--- config.mk ---
export PLATFORM = sky130hd
export DESIGN_NAME = cdm_front
export DESIGN_NICKNAME = d
export VERILOG_FILES = /design/src/cdm_pkg.sv /design/src/cdm_front.sv
export SDC_FILE = /design/constraint.sdc
export NUM_CORES = 1
export LEC_CHECK = 0
export BUFFER_PORTS_ARGS = -buffer_cell sky130_fd_sc_hd__buf_4
export CAP_MARGIN = 25
export CELL_PAD_IN_SITES_DETAIL_PLACEMENT = 0
export CELL_PAD_IN_SITES_GLOBAL_PLACEMENT = 1
export CORE_MARGIN = 4
export CORE_UTILIZATION = 16
export DETAILED_ROUTE_END_ITERATION = 8
export PLACE_DENSITY = 0.87
export SYNTH_ARGS = -nofsm -noshare
export SYNTH_HDL_FRONTEND = slang
export SYNTH_SLANG_ARGS = --single-unit
--- constraint.sdc ---
create_clock -name vclk -period 1
set_input_delay 0.05 -clock vclk [all_inputs]
set_output_delay 0.05 -clock vclk [all_outputs]
set_load 0.05 [all_outputs]
--- src/cdm_pkg.sv ---
// Shared types, constants, exp tables and fp16 helper functions for the decay mask block.
package cdm_pkg;

    localparam int IDX_W  = 4;
    localparam int HALF_W = 16;
    localparam int QDEPTH = 4;

    localparam logic [15:0] H_QNAN = 16'h7E00;
    localparam logic [14:0] H_INF  = 15'h7C00;

    localparam real LOG2E = 1.4426950408889634;

    typedef enum logic [1:0] {
        KIND_LOAD,
        KIND_ELEM,
        KIND_ZERO
    } t_kind;

    typedef struct packed {
        t_kind             kind;
        logic [IDX_W-1:0]  row;
        logic [IDX_W-1:0]  col;
        logic [HALF_W-1:0] value;
    } t_qent;

    typedef logic [255:0][31:0] t_tab256;
    typedef logic [63:0][31:0]  t_tab64;
    typedef logic [63:0][7:0]   t_exp64;

    // exp(i * 2^-pos) for i = 0..255, scaled by 2^scale_bits and rounded.
    function automatic t_tab256 make_tab(input int pos, input int scale_bits);
        t_tab256 t;
        real     v;
        for (int i = 0; i < 256; i++) begin
            v    = $exp(real'(i) * $pow(2.0, -pos)) * $pow(2.0, scale_bits);
            t[i] = 32'(longint'(v));
        end
        return t;
    endfunction

    // Binary exponent of exp(n) for the signed integer n held in a 6-bit code.
    function automatic t_exp64 make_c3e();
        t_exp64 t;
        int     n;
        real    ex;
        for (int i = 0; i < 64; i++) begin
            n    = (i < 32) ? i : i - 64;
            ex   = $floor(real'(n) * LOG2E);
            t[i] = 8'(int'(ex));
        end
        return t;
    endfunction

    // Significand of exp(n) in 1.31 format, matching make_c3e.
    function automatic t_tab64 make_c3m();
        t_tab64 t;
        int     n;
        real    ex;
        real    m;
        longint q;
        for (int i = 0; i < 64; i++) begin
            n  = (i < 32) ? i : i - 64;
            ex = $floor(real'(n) * LOG2E);
            m  = $exp(real'(n)) * $pow(2.0, -ex);
            q  = longint'(m * $pow(2.0, 31));
            if (q > 64'sh0_FFFF_FFFF) begin
                q = 64'sh0_FFFF_FFFF;
            end
            t[i] = 32'(q);
        end
        return t;
    endfunction

    localparam t_tab256 T_C2  = make_tab(8, 30);
    localparam t_tab256 T_C1  = make_tab(16, 31);
    localparam t_tab256 T_C0  = make_tab(24, 31);
    localparam t_tab64  T_C3M = make_c3m();
    localparam t_exp64  T_C3E = make_c3e();

    function automatic logic is_nan(input logic [15:0] h);
        return (h[14:10] == 5'h1F) && (h[9:0] != 10'd0);
    endfunction

    function automatic logic is_inf(input logic [15:0] h);
        return (h[14:10] == 5'h1F) && (h[9:0] == 10'd0);
    endfunction

    // Magnitude of a finite fp16 value as fixed point with LSB 2^-24.
    function automatic logic [40:0] half_to_fix41(input logic [15:0] h);
        logic [40:0] mag;
        if (h[14:10] == 5'd0) begin
            mag = {31'd0, h[9:0]};
        end else begin
            mag = 41'({1'b1, h[9:0]}) << (h[14:10] - 5'd1);
        end
        return mag;
    endfunction

    function automatic logic [5:0] lead41(input logic [40:0] v);
        logic [5:0] p;
        p = 6'd0;
        for (int i = 0; i < 41; i++) begin
            if (v[i]) begin
                p = 6'(i);
            end
        end
        return p;
    endfunction

    function automatic logic [4:0] lead22(input logic [21:0] v);
        logic [4:0] p;
        p = 5'd0;
        for (int i = 0; i < 22; i++) begin
            if (v[i]) begin
                p = 5'(i);
            end
        end
        return p;
    endfunction

    // Round 1.sig * 2^e (sig[39] is the leading one) to nearest-even fp16,
    // with gradual underflow and overflow to infinity.
    function automatic logic [15:0] round_pack(input logic s, input logic signed [9:0] e,
                                               input logic [39:0] sig, input logic sticky);
        logic [3:0]  sh;
        logic [51:0] ext;
        logic [10:0] q;
        logic        g;
        logic        st;
        logic        rnd;
        logic [11:0] q12;
        logic [4:0]  base;
        logic [16:0] r;
        logic [15:0] res;
        if (e > 10'sd15) begin
            res = {s, H_INF};
        end else if (e < -10'sd25) begin
            res = {s, 15'd0};
        end else begin
            sh   = (e < -10'sd14) ? 4'(-10'sd14 - e) : 4'd0;
            ext  = {sig, 12'd0} >> sh;
            q    = ext[51:41];
            g    = ext[40];
            st   = (|ext[39:0]) | sticky;
            rnd  = g & (st | q[0]);
            q12  = {1'b0, q} + {11'd0, rnd};
            base = (sh == 4'd0) ? 5'(e + 10'sd14) : 5'd0;
            r    = {2'b00, base, 10'd0} + {5'd0, q12};
            res  = (r >= 17'h07C00) ? {s, H_INF} : {s, r[14:0]};
        end
        return res;
    endfunction

endpackage

--- src/cdm_front.sv ---
// Input stage: accepts items, checks indexes and classifies each item for the queue.
module cdm_front #(
    parameter int SIDE = 16
) (
    input  logic                      i_valid,
    output logic                      o_ready,
    input  logic                      i_cmd,
    input  logic [cdm_pkg::IDX_W-1:0] i_row_index,
    input  logic [cdm_pkg::IDX_W-1:0] i_col_index,
    input  logic [15:0]               i_half_value,
    input  logic                      i_full,
    output logic                      o_push,
    output cdm_pkg::t_qent            o_ent
);
    import cdm_pkg::*;

    logic row_ok;
    logic col_ok;
    logic accept;

    assign row_ok  = 32'(i_row_index) < SIDE;
    assign col_ok  = 32'(i_col_index) < SIDE;
    assign o_ready = !i_full;
    assign accept  = i_valid && !i_full;

    always_comb begin
        o_ent.row   = i_row_index;
        o_ent.col   = i_col_index;
        o_ent.value = i_half_value;
        if (!i_cmd) begin
            // A load outside the tile is dropped here.
            o_ent.kind = KIND_LOAD;
            o_push     = accept && row_ok;
        end else begin
            if (row_ok && col_ok && (i_col_index <= i_row_index)) begin
                o_ent.kind = KIND_ELEM;
            end else begin
                o_ent.kind = KIND_ZERO;
            end
            o_push = accept;
        end
    end

endmodule

==> impl_results.md <==
* Run status: finished, violations left
* Failing checks: negative setup slack
* Die outline height at 53.3 um
* Boundary Pins at 55
* Post-DRT Antenna Nets at 0
* Largest delay share family, worst path: compound AO/OA/AOI/OAI gates
* Seq/Total Area, Yosys at 0
* Core area at 1960 um^2
* Yosys warnings at 0
* Final hold viol count at 0
* Final Setup Violations at 2
* FF+latch count at 0
* Max stage delay on crit path at 0.24 ns
* Footprint of the multi-input gates at around 170 um^2
* Filler Cells Inserted at around 230
* Gr usage total at 0.0360
* CP Cell Sequence: buf_8 -> ha_4 -> nor2b_4 -> o211a_1 -> o31ai_4 -> buf_6
* Fin. max-slew vios at 0
* Achievable frequency at 0.867 GHz
* Seq. cell area at 0 um^2
* Initial DRC count at 4
* # diodes at 0
* DRC errors left at 0
* Worst VDD drop at around 0.00024 V
* DRT Pass-1 Iters at 4
* Post-route design area at 433 um^2
* Area growth syn-to-layout at 32.1%
* Nature of the critical path startpoint: primary input
* Kind of end point of the critical path: primary output
* Setup WS pre-CTS at -0.235 ns
* Synth unique cells at 12
* Vias in the first global route at 193
* Worst path required time at about 0.95 ns
* Routability Congestion at approximately 0.56
* WP data arrival at around 1.1 ns
* Routed vias/inst at ~3.4
* Wire length of the first global-routing pass at ~800 um
* Die area at between 2000 and 3000 um^2
* Final wirelength at approximately 600 um
* Row count at 16
* Kind of critical path: primary input to primary output
* Die width at 53.3 um
* Slowest CP cell: o211a_1
* Largest net degree at the start of global routing at 4
* Clk_buf instances at 0
* Initial antenna violation count at 0
* Hold buffers post-CTS at 0
* Final setup TNS at -0.299 ns
* Placed cell count at 69
* Post-Syn Nets at 74
* Power per cell area at approximately 670 nW/um^2
* GR Overflow Total at 0
* Core Util, Final at 0.221
* Cells after synthesis at 43
* Slew headroom at 0.882
* Share of cells above drive strength 1 at 0.738
* Syn_area_per_cell at around 7.6 um^2
* Layout Cells excl Fill at 69
* Vias at roughly 240
* Worst-path maximum fanout at 2
* Leakage power total at 0.000227 uW
* Crit path buf inv count at 2
* Synthesized cell area at between 300 and 400 um^2
* Post-route worst setup slack at -0.154 ns
* Post-layout min period at between 1 and 1.5 ns
* Worst Tran Pin Value at approximately 0.18 ns
* Tcrit/Tclk final at 1.15
* Routed len/inst at 8.67 um
* DP Area at around 380 um^2
* PortBufs at 23
* Max-cap viol count at 0
* RSZ-0062 raised after global routing: yes
* Post-CTS setup buffer count at 0
* Worst hold path type: primary input to primary output
* Final-stage net count at 75
* Initial Util at 0.167
-- final timing paths --
check	slack, ns	end	cells past startpoint	from
max	-0.15	o_ent[24]	6	i_col_index[1]
min	0.10	o_ent[10]	0	i_half_value[10]
-- logic make-up (layout without fill, tap and decap cells) --
| family | count (synthesis) | after routing | share of synthesized area |
|---|---|---|---|
| buffers and inverters | 30 | 29 | 0.618 |
| AOI/OAI and AO/OA | 4 | 4 | 0.115 |
| adders and majority gates | 4 | 4 | 0.153 |
| and+or+nand+nor | 5 | 5 | 0.114 |
-- stage by stage --
stage	total power (uW)	hold WS (ns)
2_1_floorplan	365	0.267
3_3_place_gp	262	0.100
3_5_place_dp	267	0.100
4_1_cts	288	0.100
5_1_grt	306	0.100
6_report	291	0.100
-- layout make-up --
class	count	share of cell area
timing repair buffer	23	0.460
inverter	6	0.0636
tap	27	0.0780
multi-input combinational	13	0.399
-- power breakdown --
| part | leakage, uW | switching, uW | internal [uW] |
|---|---|---|---|
| sequential | 0 | 0 | 0 |
| clock | 0 | 0 | 0 |
| combinational | 0.000227 | 168 | 123 |
-- cells in the final DEF (no fill, tap or decap) --
cell type   n
nand2_1     1
inv_1       5
o211a_1     1
nor2b_1     1
nor2b_4     1
buf_4      19
ha_4        3
and4_2      1
o21a_2      1
buf_6       1
a21o_1      1
clkinv_4    1
ha_1        1
buf_8       3
nor2_1      1
o31ai_4     1
-- cells in the mapped netlist --
library cell  number  area [um^2]
buf_4             24          180
inv_1              6         22.5
ha_1               4         50.1
a21o_1             1         7.51
and4_2             1         10.0
nand2_1            1         3.75
nor2_1             1         3.75
nor2b_1            1         6.26
nor2b_4            1         13.8
o211a_1            1         10.0
o21a_1             1         7.51
o31ai_2            1         12.5
-- layer usage --
layer  up-vias  global-route usage  part of all wire
li1        109                   -                 -
met1       109              0.0467              0.35
met2        16              0.0612              0.47
met3         2             0.00563              0.17
met4         0             0.00851             0.010
met5         -                   0                 0
-- repair_timing --
| item | 4_1_cts | 5_1_grt |
|---|---|---|
| pin swaps | 3 | 0 |
| resized for setup | 7 | 3 |
| hold endpoints to repair | 0 | 0 |
| endpoints found under the setup margin | 2 | 2 |
| cloned | 0 | 0 |
No activity file was read; power rests on OpenSTA's default activity.
