<file path="src/cdm_pkg.sv">
// Shared types, constants, exp tables and fp16 helper functions for the decay mask block.
package cdm_pkg;

    localparam int IDX_W  = 4;
    localparam int HALF_W = 16;
    localparam int QDEPTH = 4;

    localparam logic [15:0] H_QNAN = 16'h7E00;
    localparam logic [14:0] H_INF  = 15'h7C00;

    localparam real LOG2E = 1.4426950408889634;

    typedef enum logic [1:0] {
        KIND_LOAD,
        KIND_ELEM,
        KIND_ZERO
    } t_kind;

    typedef struct packed {
        t_kind             kind;
        logic [IDX_W-1:0]  row;
        logic [IDX_W-1:0]  col;
        logic [HALF_W-1:0] value;
    } t_qent;

    typedef logic [255:0][31:0] t_tab256;
    typedef logic [63:0][31:0]  t_tab64;
    typedef logic [63:0][7:0]   t_exp64;

    // exp(i * 2^-pos) for i = 0..255, scaled by 2^scale_bits and rounded.
    function automatic t_tab256 make_tab(input int pos, input int scale_bits);
        t_tab256 t;
        real     v;
        for (int i = 0; i < 256; i++) begin
            v    = $exp(real'(i) * $pow(2.0, -pos)) * $pow(2.0, scale_bits);
            t[i] = 32'(longint'(v));
        end
        return t;
    endfunction

    // Binary exponent of exp(n) for the signed integer n held in a 6-bit code.
    function automatic t_exp64 make_c3e();
        t_exp64 t;
        int     n;
        real    ex;
        for (int i = 0; i < 64; i++) begin
            n    = (i < 32) ? i : i - 64;
            ex   = $floor(real'(n) * LOG2E);
            t[i] = 8'(int'(ex));
        end
        return t;
    endfunction

    // Significand of exp(n) in 1.31 format, matching make_c3e.
    function automatic t_tab64 make_c3m();
        t_tab64 t;
        int     n;
        real    ex;
        real    m;
        longint q;
        for (int i = 0; i < 64; i++) begin
            n  = (i < 32) ? i : i - 64;
            ex = $floor(real'(n) * LOG2E);
            m  = $exp(real'(n)) * $pow(2.0, -ex);
            q  = longint'(m * $pow(2.0, 31));
            if (q > 64'sh0_FFFF_FFFF) begin
                q = 64'sh0_FFFF_FFFF;
            end
            t[i] = 32'(q);
        end
        return t;
    endfunction

    localparam t_tab256 T_C2  = make_tab(8, 30);
    localparam t_tab256 T_C1  = make_tab(16, 31);
    localparam t_tab256 T_C0  = make_tab(24, 31);
    localparam t_tab64  T_C3M = make_c3m();
    localparam t_exp64  T_C3E = make_c3e();

    function automatic logic is_nan(input logic [15:0] h);
        return (h[14:10] == 5'h1F) && (h[9:0] != 10'd0);
    endfunction

    function automatic logic is_inf(input logic [15:0] h);
        return (h[14:10] == 5'h1F) && (h[9:0] == 10'd0);
    endfunction

    // Magnitude of a finite fp16 value as fixed point with LSB 2^-24.
    function automatic logic [40:0] half_to_fix41(input logic [15:0] h);
        logic [40:0] mag;
        if (h[14:10] == 5'd0) begin
            mag = {31'd0, h[9:0]};
        end else begin
            mag = 41'({1'b1, h[9:0]}) << (h[14:10] - 5'd1);
        end
        return mag;
    endfunction

    function automatic logic [5:0] lead41(input logic [40:0] v);
        logic [5:0] p;
        p = 6'd0;
        for (int i = 0; i < 41; i++) begin
            if (v[i]) begin
                p = 6'(i);
            end
        end
        return p;
    endfunction

    function automatic logic [4:0] lead22(input logic [21:0] v);
        logic [4:0] p;
        p = 5'd0;
        for (int i = 0; i < 22; i++) begin
            if (v[i]) begin
                p = 5'(i);
            end
        end
        return p;
    endfunction

    // Round 1.sig * 2^e (sig[39] is the leading one) to nearest-even fp16,
    // with gradual underflow and overflow to infinity.
    function automatic logic [15:0] round_pack(input logic s, input logic signed [9:0] e,
                                               input logic [39:0] sig, input logic sticky);
        logic [3:0]  sh;
        logic [51:0] ext;
        logic [10:0] q;
        logic        g;
        logic        st;
        logic        rnd;
        logic [11:0] q12;
        logic [4:0]  base;
        logic [16:0] r;
        logic [15:0] res;
        if (e > 10'sd15) begin
            res = {s, H_INF};
        end else if (e < -10'sd25) begin
            res = {s, 15'd0};
        end else begin
            sh   = (e < -10'sd14) ? 4'(-10'sd14 - e) : 4'd0;
            ext  = {sig, 12'd0} >> sh;
            q    = ext[51:41];
            g    = ext[40];
            st   = (|ext[39:0]) | sticky;
            rnd  = g & (st | q[0]);
            q12  = {1'b0, q} + {11'd0, rnd};
            base = (sh == 4'd0) ? 5'(e + 10'sd14) : 5'd0;
            r    = {2'b00, base, 10'd0} + {5'd0, q12};
            res  = (r >= 17'h07C00) ? {s, H_INF} : {s, r[14:0]};
        end
        return res;
    endfunction

endpackage

</file>
<file path="src/cdm_queue.sv">
// Short FIFO of classified items between the input stage and the datapath.
module cdm_queue (
    input  logic           i_clk,
    input  logic           i_rst_n,
    input  logic           i_push,
    input  cdm_pkg::t_qent i_ent,
    output logic           o_full,
    output logic           o_valid,
    output cdm_pkg::t_qent o_ent,
    input  logic           i_pop
);
    import cdm_pkg::*;

    localparam int PW = $clog2(QDEPTH);

    t_qent         r_buf [QDEPTH];
    logic [PW-1:0] r_wp;
    logic [PW-1:0] r_rp;
    logic [PW:0]   r_cnt;
    logic [PW:0]   n_cnt;

    assign o_full  = (r_cnt == (PW+1)'(QDEPTH));
    assign o_valid = (r_cnt != '0);
    assign o_ent   = r_buf[r_rp];

    always_comb begin
        n_cnt = r_cnt + (PW+1)'(i_push) - (PW+1)'(i_pop);
    end

    always_ff @(posedge i_clk) begin
        if (!i_rst_n) begin
            r_wp  <= '0;
            r_rp  <= '0;
            r_cnt <= '0;
        end else begin
            if (i_push) begin
                r_wp <= r_wp + PW'(1);
            end
            if (i_pop) begin
                r_rp <= r_rp + PW'(1);
            end
            r_cnt <= n_cnt;
        end
    end

    always_ff @(posedge i_clk) begin
        if (i_push) begin
            r_buf[r_wp] <= i_ent;
        end
    end

endmodule

</file>
<file path="config.mk">
export PLATFORM = sky130hd
export DESIGN_NAME = cdm_queue
export DESIGN_NICKNAME = d
export VERILOG_FILES = /design/src/cdm_pkg.sv /design/src/cdm_queue.sv
export SDC_FILE = /design/constraint.sdc
export NUM_CORES = 1
export LEC_CHECK = 0
export BUFFER_PORTS_ARGS = -buffer_cell sky130_fd_sc_hd__buf_2
export CORE_ASPECT_RATIO = 1.25
export CORE_UTILIZATION = 52
export CTS_CLUSTER_SIZE = 30
export DETAILED_ROUTE_END_ITERATION = 10
export HOLD_SLACK_MARGIN = 0.03
export PLACE_DENSITY = 0.73
export SLEW_MARGIN = 40
export SYNTH_ARGS = -nofsm -noshare
export SYNTH_HDL_FRONTEND = slang
export SYNTH_SLANG_ARGS = --single-unit
export TNS_END_PERCENT = 30
</file>
<file path="constraint.sdc">
create_clock -name i_clk -period 2.9 [get_ports i_clk]
set_input_delay 0.58 -clock i_clk [delete_from_list [all_inputs] [get_ports i_clk]]
set_output_delay 0.58 -clock i_clk [all_outputs]
set_load 0.02 [all_outputs]
</file>
==> results of run 1 <==
[path summary, 6_finish.rpt]
check / end / slack (ns) / cells past startpoint
max: o_ent[24] / 0.34 / 3
min: r_buf[1][25] / 0.29 / 1
max reg2reg: r_cnt[2] / 1.34 / 7
min reg2reg: r_wp[1] / 0.55 / 2
[per-stage QoR]
| stage | cells | setup slack (ns) |
|---|---|---|
| after floorplan | 179 | 1.16 |
| after global placement | 332 | 0.849 |
| after detailed placement | 332 | 0.829 |
| after CTS | 364 | 0.287 |
| after global routing | 364 | 0.248 |
| final | 364 | 0.336 |
[layout make-up]
class / instances / area share
clock buffers: 18 / 0.0810
clock inverters: 14 / 0.0184
inverters: 7 / 0.00509
multi-input cells: 53 / 0.164
flip-flops and latches: 113 / 0.641
well taps: 95 / 0.0230
repair buffers: 64 / 0.0679
[state kept, by name, summed over array words and instances, names as in the netlist, named ones only]
register  flops
r_cnt         3
r_buf       104
r_rp          2
r_wp          2
[layout by cell type (no fill, tap or decap)]
master      count
inv_1           7
ha_1            6
mux4_2         20
clkbuf_8        1
nor2_1          5
buf_12          1
buf_4           6
clkinv_4        3
edfxtp_1      104
mux2i_1         1
dfxtp_2         1
xnor2_1         2
and2_1          6
clkinv_1        3
fa_1            1
buf_2          57
mux4_1          6
clkinv_2        1
clkinvlp_4      7
or3_1           1
clkbuf_16      16
dfxtp_1         8
and3_1          1
a21oi_1         1
a21bo_2         1
xor3_1          1
nand3b_1        1
clkbuf_1        1
[worst reg2reg max path, delay by kind of cell (launching register included)]
family / cells / cell delay, ns
buffers and inverters: 2 / 0.09
XOR/XNOR: 1 / 0.20
flip-flops: 1 / 0.32
AND/OR/NAND/NOR: 1 / 0.04
adder cells (fa/ha/maj): 3 / 0.81
[power by group through the flow]
stage                     registers [mW]  logic (mW)  clock network, mW
after CTS                           1.91       0.434               1.76
final                               1.91       0.425               1.73
after detailed placement            1.94       0.432                  0
after global placement              1.94       0.423                  0
after global routing                1.92       0.463               1.82
after floorplan                     1.93       0.306                  0
[cell families after synthesis]
logic type	Yosys count	synth area share
AOI/OAI and AO/OA	2	0.00354
adders and majority gates	7	0.0224
xor gates and xnor gates	3	0.00973
DFF	113	0.779
buffers and inverters	13	0.0218
muxes	27	0.146
and+or+nand+nor	14	0.0180
[per-layer routing]
metal / GRT usage / vias up / share of wire
met3: 0.0655 / 11 / 0.043
met4: 0.0862 / 0 / 0.016
met1: 0.210 / 1004 / 0.39
li1: - / 896 / -
met5: 0 / - / 0
met2: 0.316 / 49 / 0.55
==> flow_summary.yaml, run 1 <==
outcome:
  status: "complete, no violations"
worst_setup_path:
  startpoint_type: "flip-flop"
  arrival_ns: 1.98
  cp_top_family: "multiplexers"
  end_kind: "output port"
  crit_buf_inv: 2
  crit_path_cell_trace: "buf_12 -> mux4_1 -> buf_2"
  path_class: "reg -> out"
  cp_slowest_stage_delay_ns: 0.58
  r2r_start: "r_cnt[0]"
  critPathMaxFanout: 21
  slowest_stage: "mux4_1"
  cp.required_ns: 2.32
final_layout:
  drive_gt1_frac: 0.424
  synthToLayoutAreaGrowth_pct: 21.6
  multiInputGateArea_sq_um: 846
  diodes: 0
  utilization: 0.658
  n_fill_cell: 529
  design_area_sq_um: 5160
  seqCellArea_sq_um: 3300
  nets: 293
power_and_ir_drop:
  peakVddDrop_mv: 0.525
  p_int_mw: 3.10
  p_total_mw: 4.07
  p_sw_mw: 0.962
  power_leakage_nw: 1.83
  p_sw_frac: 0.237
  powerDensity_nw_per_um2: 788
  pwr-share-comb: 0.104
  clkPwrFrac: 0.425
  pwr-share-seq: 0.470
floorplan:
  row_count: 36
  die-height_um: 103
  ios: 58
  die_x_um: 82.8
  core_sq_um: 7840
  dieArea_sq_um: 8520
  initial_utilization: 0.541
clock_tree:
  post_cts_resized: 0
  path_clk_slew_ns: 0.06
  cts_root_buf: "clkbuf_8"
  cts_buffer_depth: 2
  post-cts-setup-buffers: 0
  holdBufCountCts: 0
  cts_inserted_buffers: 17
  clk_latency_ns: 0.51
  tritoncts: "done"
  htreeDepth: 4
  cts.sinks: 113
logic_synthesis:
  avgSynthCellArea_sq_um: 23.7
  synth.distinct_cells: 21
  postSynth.topFlopCell: "edfxtp_1"
  synth_edf_count: 104
  seq_area_frac_synth: 0.779
  async_flop_share: 0
  yosysTopAreaCell: "edfxtp_1"
  synth_area_leaders: "edfxtp_1 (74%), mux4_2 (11%), dfxtp_1 (4.2%)"
  syn_inst: 179
  synth_seq_cells: 113
  synth_most_common_cell: "edfxtp_1"
  synth.net_count: 216
  yosysWarnings: 0
  synth_common_cells: "edfxtp_1 (104), mux4_2 (20), dfxtp_1 (9)"
  synth.top_cell.area_share: 0.736
  syn_area_sq_um: 4240
placed_design:
  port_buffers: 57
  postPlaceCellArea_sq_um: 4650
  place_congestion: 0.654
  hpwl_mm: 4.26
detailed_routing:
  drt_wl_total_mm: 7.05
  drtIter0Drc: 96
  via_per_inst: 5.38
  drc: 0
  drt_pass1_iterations: 4
  avgRoutedWirePerCell_um: 19.4
  via_count: 1960
  detail-route-antenna-nets: 0
timing:
  min_period_ns: 2.56
  clock-skew-final_ns: 0.00351
  setup_viol: 0
  max_freq_mhz: 390
  finalSetupTns_ns: 0
  relSlewSlack: 0.728
  tightest_slew_ns: 0.407
  rsz0062_at_grt: "false"
  hold_viol: 0
  fin_crit_sh: 0.884
  drv_slew: 0
  holdWs_ns: 0.287
grt:
  grt_overflow: 0
  track_usage: 0.187
  grt_max_degree: 27
  grt_antenna_before_repair: 0
  grt_pass1_vias: 2110
  grt_pass1_wl_mm: 10.6
job:
  max_cap_viol_count: 0
hold_path:
  min-delay-start: "i_ent[25]"
  hold_class: "in -> reg"
(Power assumes the default switching activity.)
==> run 2, diff against run 1 <==
==> constraint.sdc (replaced) <==
create_clock -name i_clk -period 2.9 [get_ports i_clk]
set_input_delay 0.29 -clock i_clk [delete_from_list [all_inputs] [get_ports i_clk]]
set_output_delay 0.29 -clock i_clk [all_outputs]
set_load 0.02 [all_outputs]
==> flow_summary.yaml, run 2 (synthesis results as in run 1) <==
outcome:
  status: "complete, no violations"
worst_setup_path:
  cp.required_ns: 2.61
  crit_path_cell_trace: "buf_4 -> mux4_2 -> buf_2"
  critPathMaxFanout: 12
  startpoint_type: "flip-flop"
  arrival_ns: 2.07
  end_kind: "output port"
  path_class: "reg -> out"
  slowest_stage: "dfxtp_2"
  cp_slowest_stage_delay_ns: 0.55
timing:
  rsz0062_at_grt: "false"
  relSlewSlack: 0.735
  hold_viol: 0
  tightest_slew_ns: 0.398
  max_freq_mhz: 424
  clock-skew-final_ns: 0.00526
  min_period_ns: 2.36
  finalSetupTns_ns: 0
  fin_crit_sh: 0.813
  drv_slew: 0
  setup_viol: 0
clock_tree:
  cts.sinks: 113
  cts_inserted_buffers: 17
  cts_buffer_depth: 2
  cts_root_buf: "clkbuf_8"
  clk_latency_ns: 0.51
  path_clk_slew_ns: 0.05
  htreeDepth: 4
  tritoncts: "done"
detailed_routing:
  avgRoutedWirePerCell_um: 18.3
  detail-route-antenna-nets: 0
  drt_wl_total_mm: 7.16
  wl_met3_um: 315
  via_count: 2046
  via_per_inst: 5.23
  drt_pass1_iterations: 4
  highest_layer: "met4"
  drtIter0Drc: 66
  wl_met2_mm: 3.96
  met1_length_mm: 2.77
  drc: 0
floorplan:
  dieArea_sq_um: 8520
  ios: 58
  die-height_um: 103
  row_count: 36
  initial_utilization: 0.541
  die_x_um: 82.8
  core_sq_um: 7840
grt:
  grt_pass1_wl_mm: 11.0
  grt_pass1_vias: 2226
  grt_max_degree: 27
  grt_antenna_before_repair: 0
  track_usage: 0.193
  grt_overflow: 0
power_and_ir_drop:
  p_sw_mw: 0.940
  power_leakage_nw: 1.99
  p_int_mw: 3.43
  peakVddDrop_mv: 0.497
  clkPwrFrac: 0.460
  pwr-share-seq: 0.437
  powerDensity_nw_per_um2: 796
  p_sw_frac: 0.215
  pwr-share-comb: 0.103
final_layout:
  synthToLayoutAreaGrowth_pct: 29.4
  diodes: 0
  final_common_cell: "edfxtp_1"
  nets: 320
  n_fill_cell: 525
  largest_reg_flops: 104
  final_cell_mix: "edfxtp_1 (104), buf_2 (57), dlygate4sd3_1 (27)"
  max_flop_register: "r_buf"
  drive_gt1_frac: 0.392
  fin_cells: 391
  largestRegisters: "r_buf: 104 flops, r_cnt: 3 flops"
  utilization: 0.701
placed_design:
  port_buffers: 57
  hpwl_mm: 4.22
  dp.cells: 332
  place_congestion: 0.681
hold_path:
  hold_class: "in -> reg"
job:
  max_cap_viol_count: 0
==> run 2: changes by cell type in the layout (fill, tap and decap cells not counted), moves of 2 or more <==
| cell | change |
|---|---|
| bufinv_16 | +3 |
| clkbuf_8 | +2 |
| clkinv_1 | -3 |
| clkinv_2 | +4 |
| clkinv_4 | -3 |
| clkinvlp_4 | -4 |
| dlygate4sd3_1 | +27 |
==> run 2: final cells by class <==
class / instances / area, sq um / share of cell area
tap: 95 / 119 / 0.0216
clock buffer: 21 / 449 / 0.0818
clock inverter: 11 / 138 / 0.0251
inverter: 7 / 26.3 / 0.00479
sequential: 113 / 3300 / 0.602
timing repair buffer: 91 / 608 / 0.111
multi-input combinational: 53 / 846 / 0.154
==> run 2: final timing paths <==
kind	start	end	slack [ns]	depth (start not counted)
worst max-delay path	flip-flop	o_ent[12]	0.54	3
worst min-delay path	i_pop	r_rp[0]	0.12	3
worst max register to register	r_wp[0]	r_buf[1][7]	1.26	3
worst min register to register	r_rp[0]	r_rp[1]	0.55	2
==> run 2: worst max-delay path: cells and delay by family, from the launching register on <==
family	cells	cell delay, ns
buf+inv	2	0.47
mux	1	0.54
flops	1	0.55
==> run 2: timing repair <==
action                                  CTS  global route
buffers inserted                          0             0
endpoints found under the setup margin    0             0
resized for setup                         0             0
endpoints found under the hold margin   106             0
hold buffers                             27             0
==> run 2: power groups by stage <==
stage | clock [mW] | sequential [mW] | combinational (mW)
3_5_place_dp | 0 | 1.94 | 0.427
2_1_floorplan | 0 | 1.93 | 0.306
3_3_place_gp | 0 | 1.94 | 0.419
4_1_cts | 2.04 | 1.91 | 0.457
5_1_grt | 2.10 | 1.92 | 0.488
6_report | 2.01 | 1.91 | 0.449
==> run 2: stage by stage <==
stage	setup slack (ns)	total power [mW]	hold WS [ns]	instance area (sq um)
finish	0.543	4.37	0.122	5490
global route	0.440	4.51	0.149	5490
CTS	0.475	4.41	0.104	5490
detailed placement	1.05	2.37	0.507	4630
global placement	1.05	2.36	0.502	4630
floorplan	1.32	2.23	0.389	4240
==> run 2: layer usage <==
| metal | track usage | up-vias |
|---|---|---|
| li1 | - | 945 |
| met1 | 0.215 | 1037 |
| met2 | 0.325 | 52 |
| met3 | 0.0779 | 12 |
| met4 | 0.0796 | 0 |
| met5 | 0 | - |
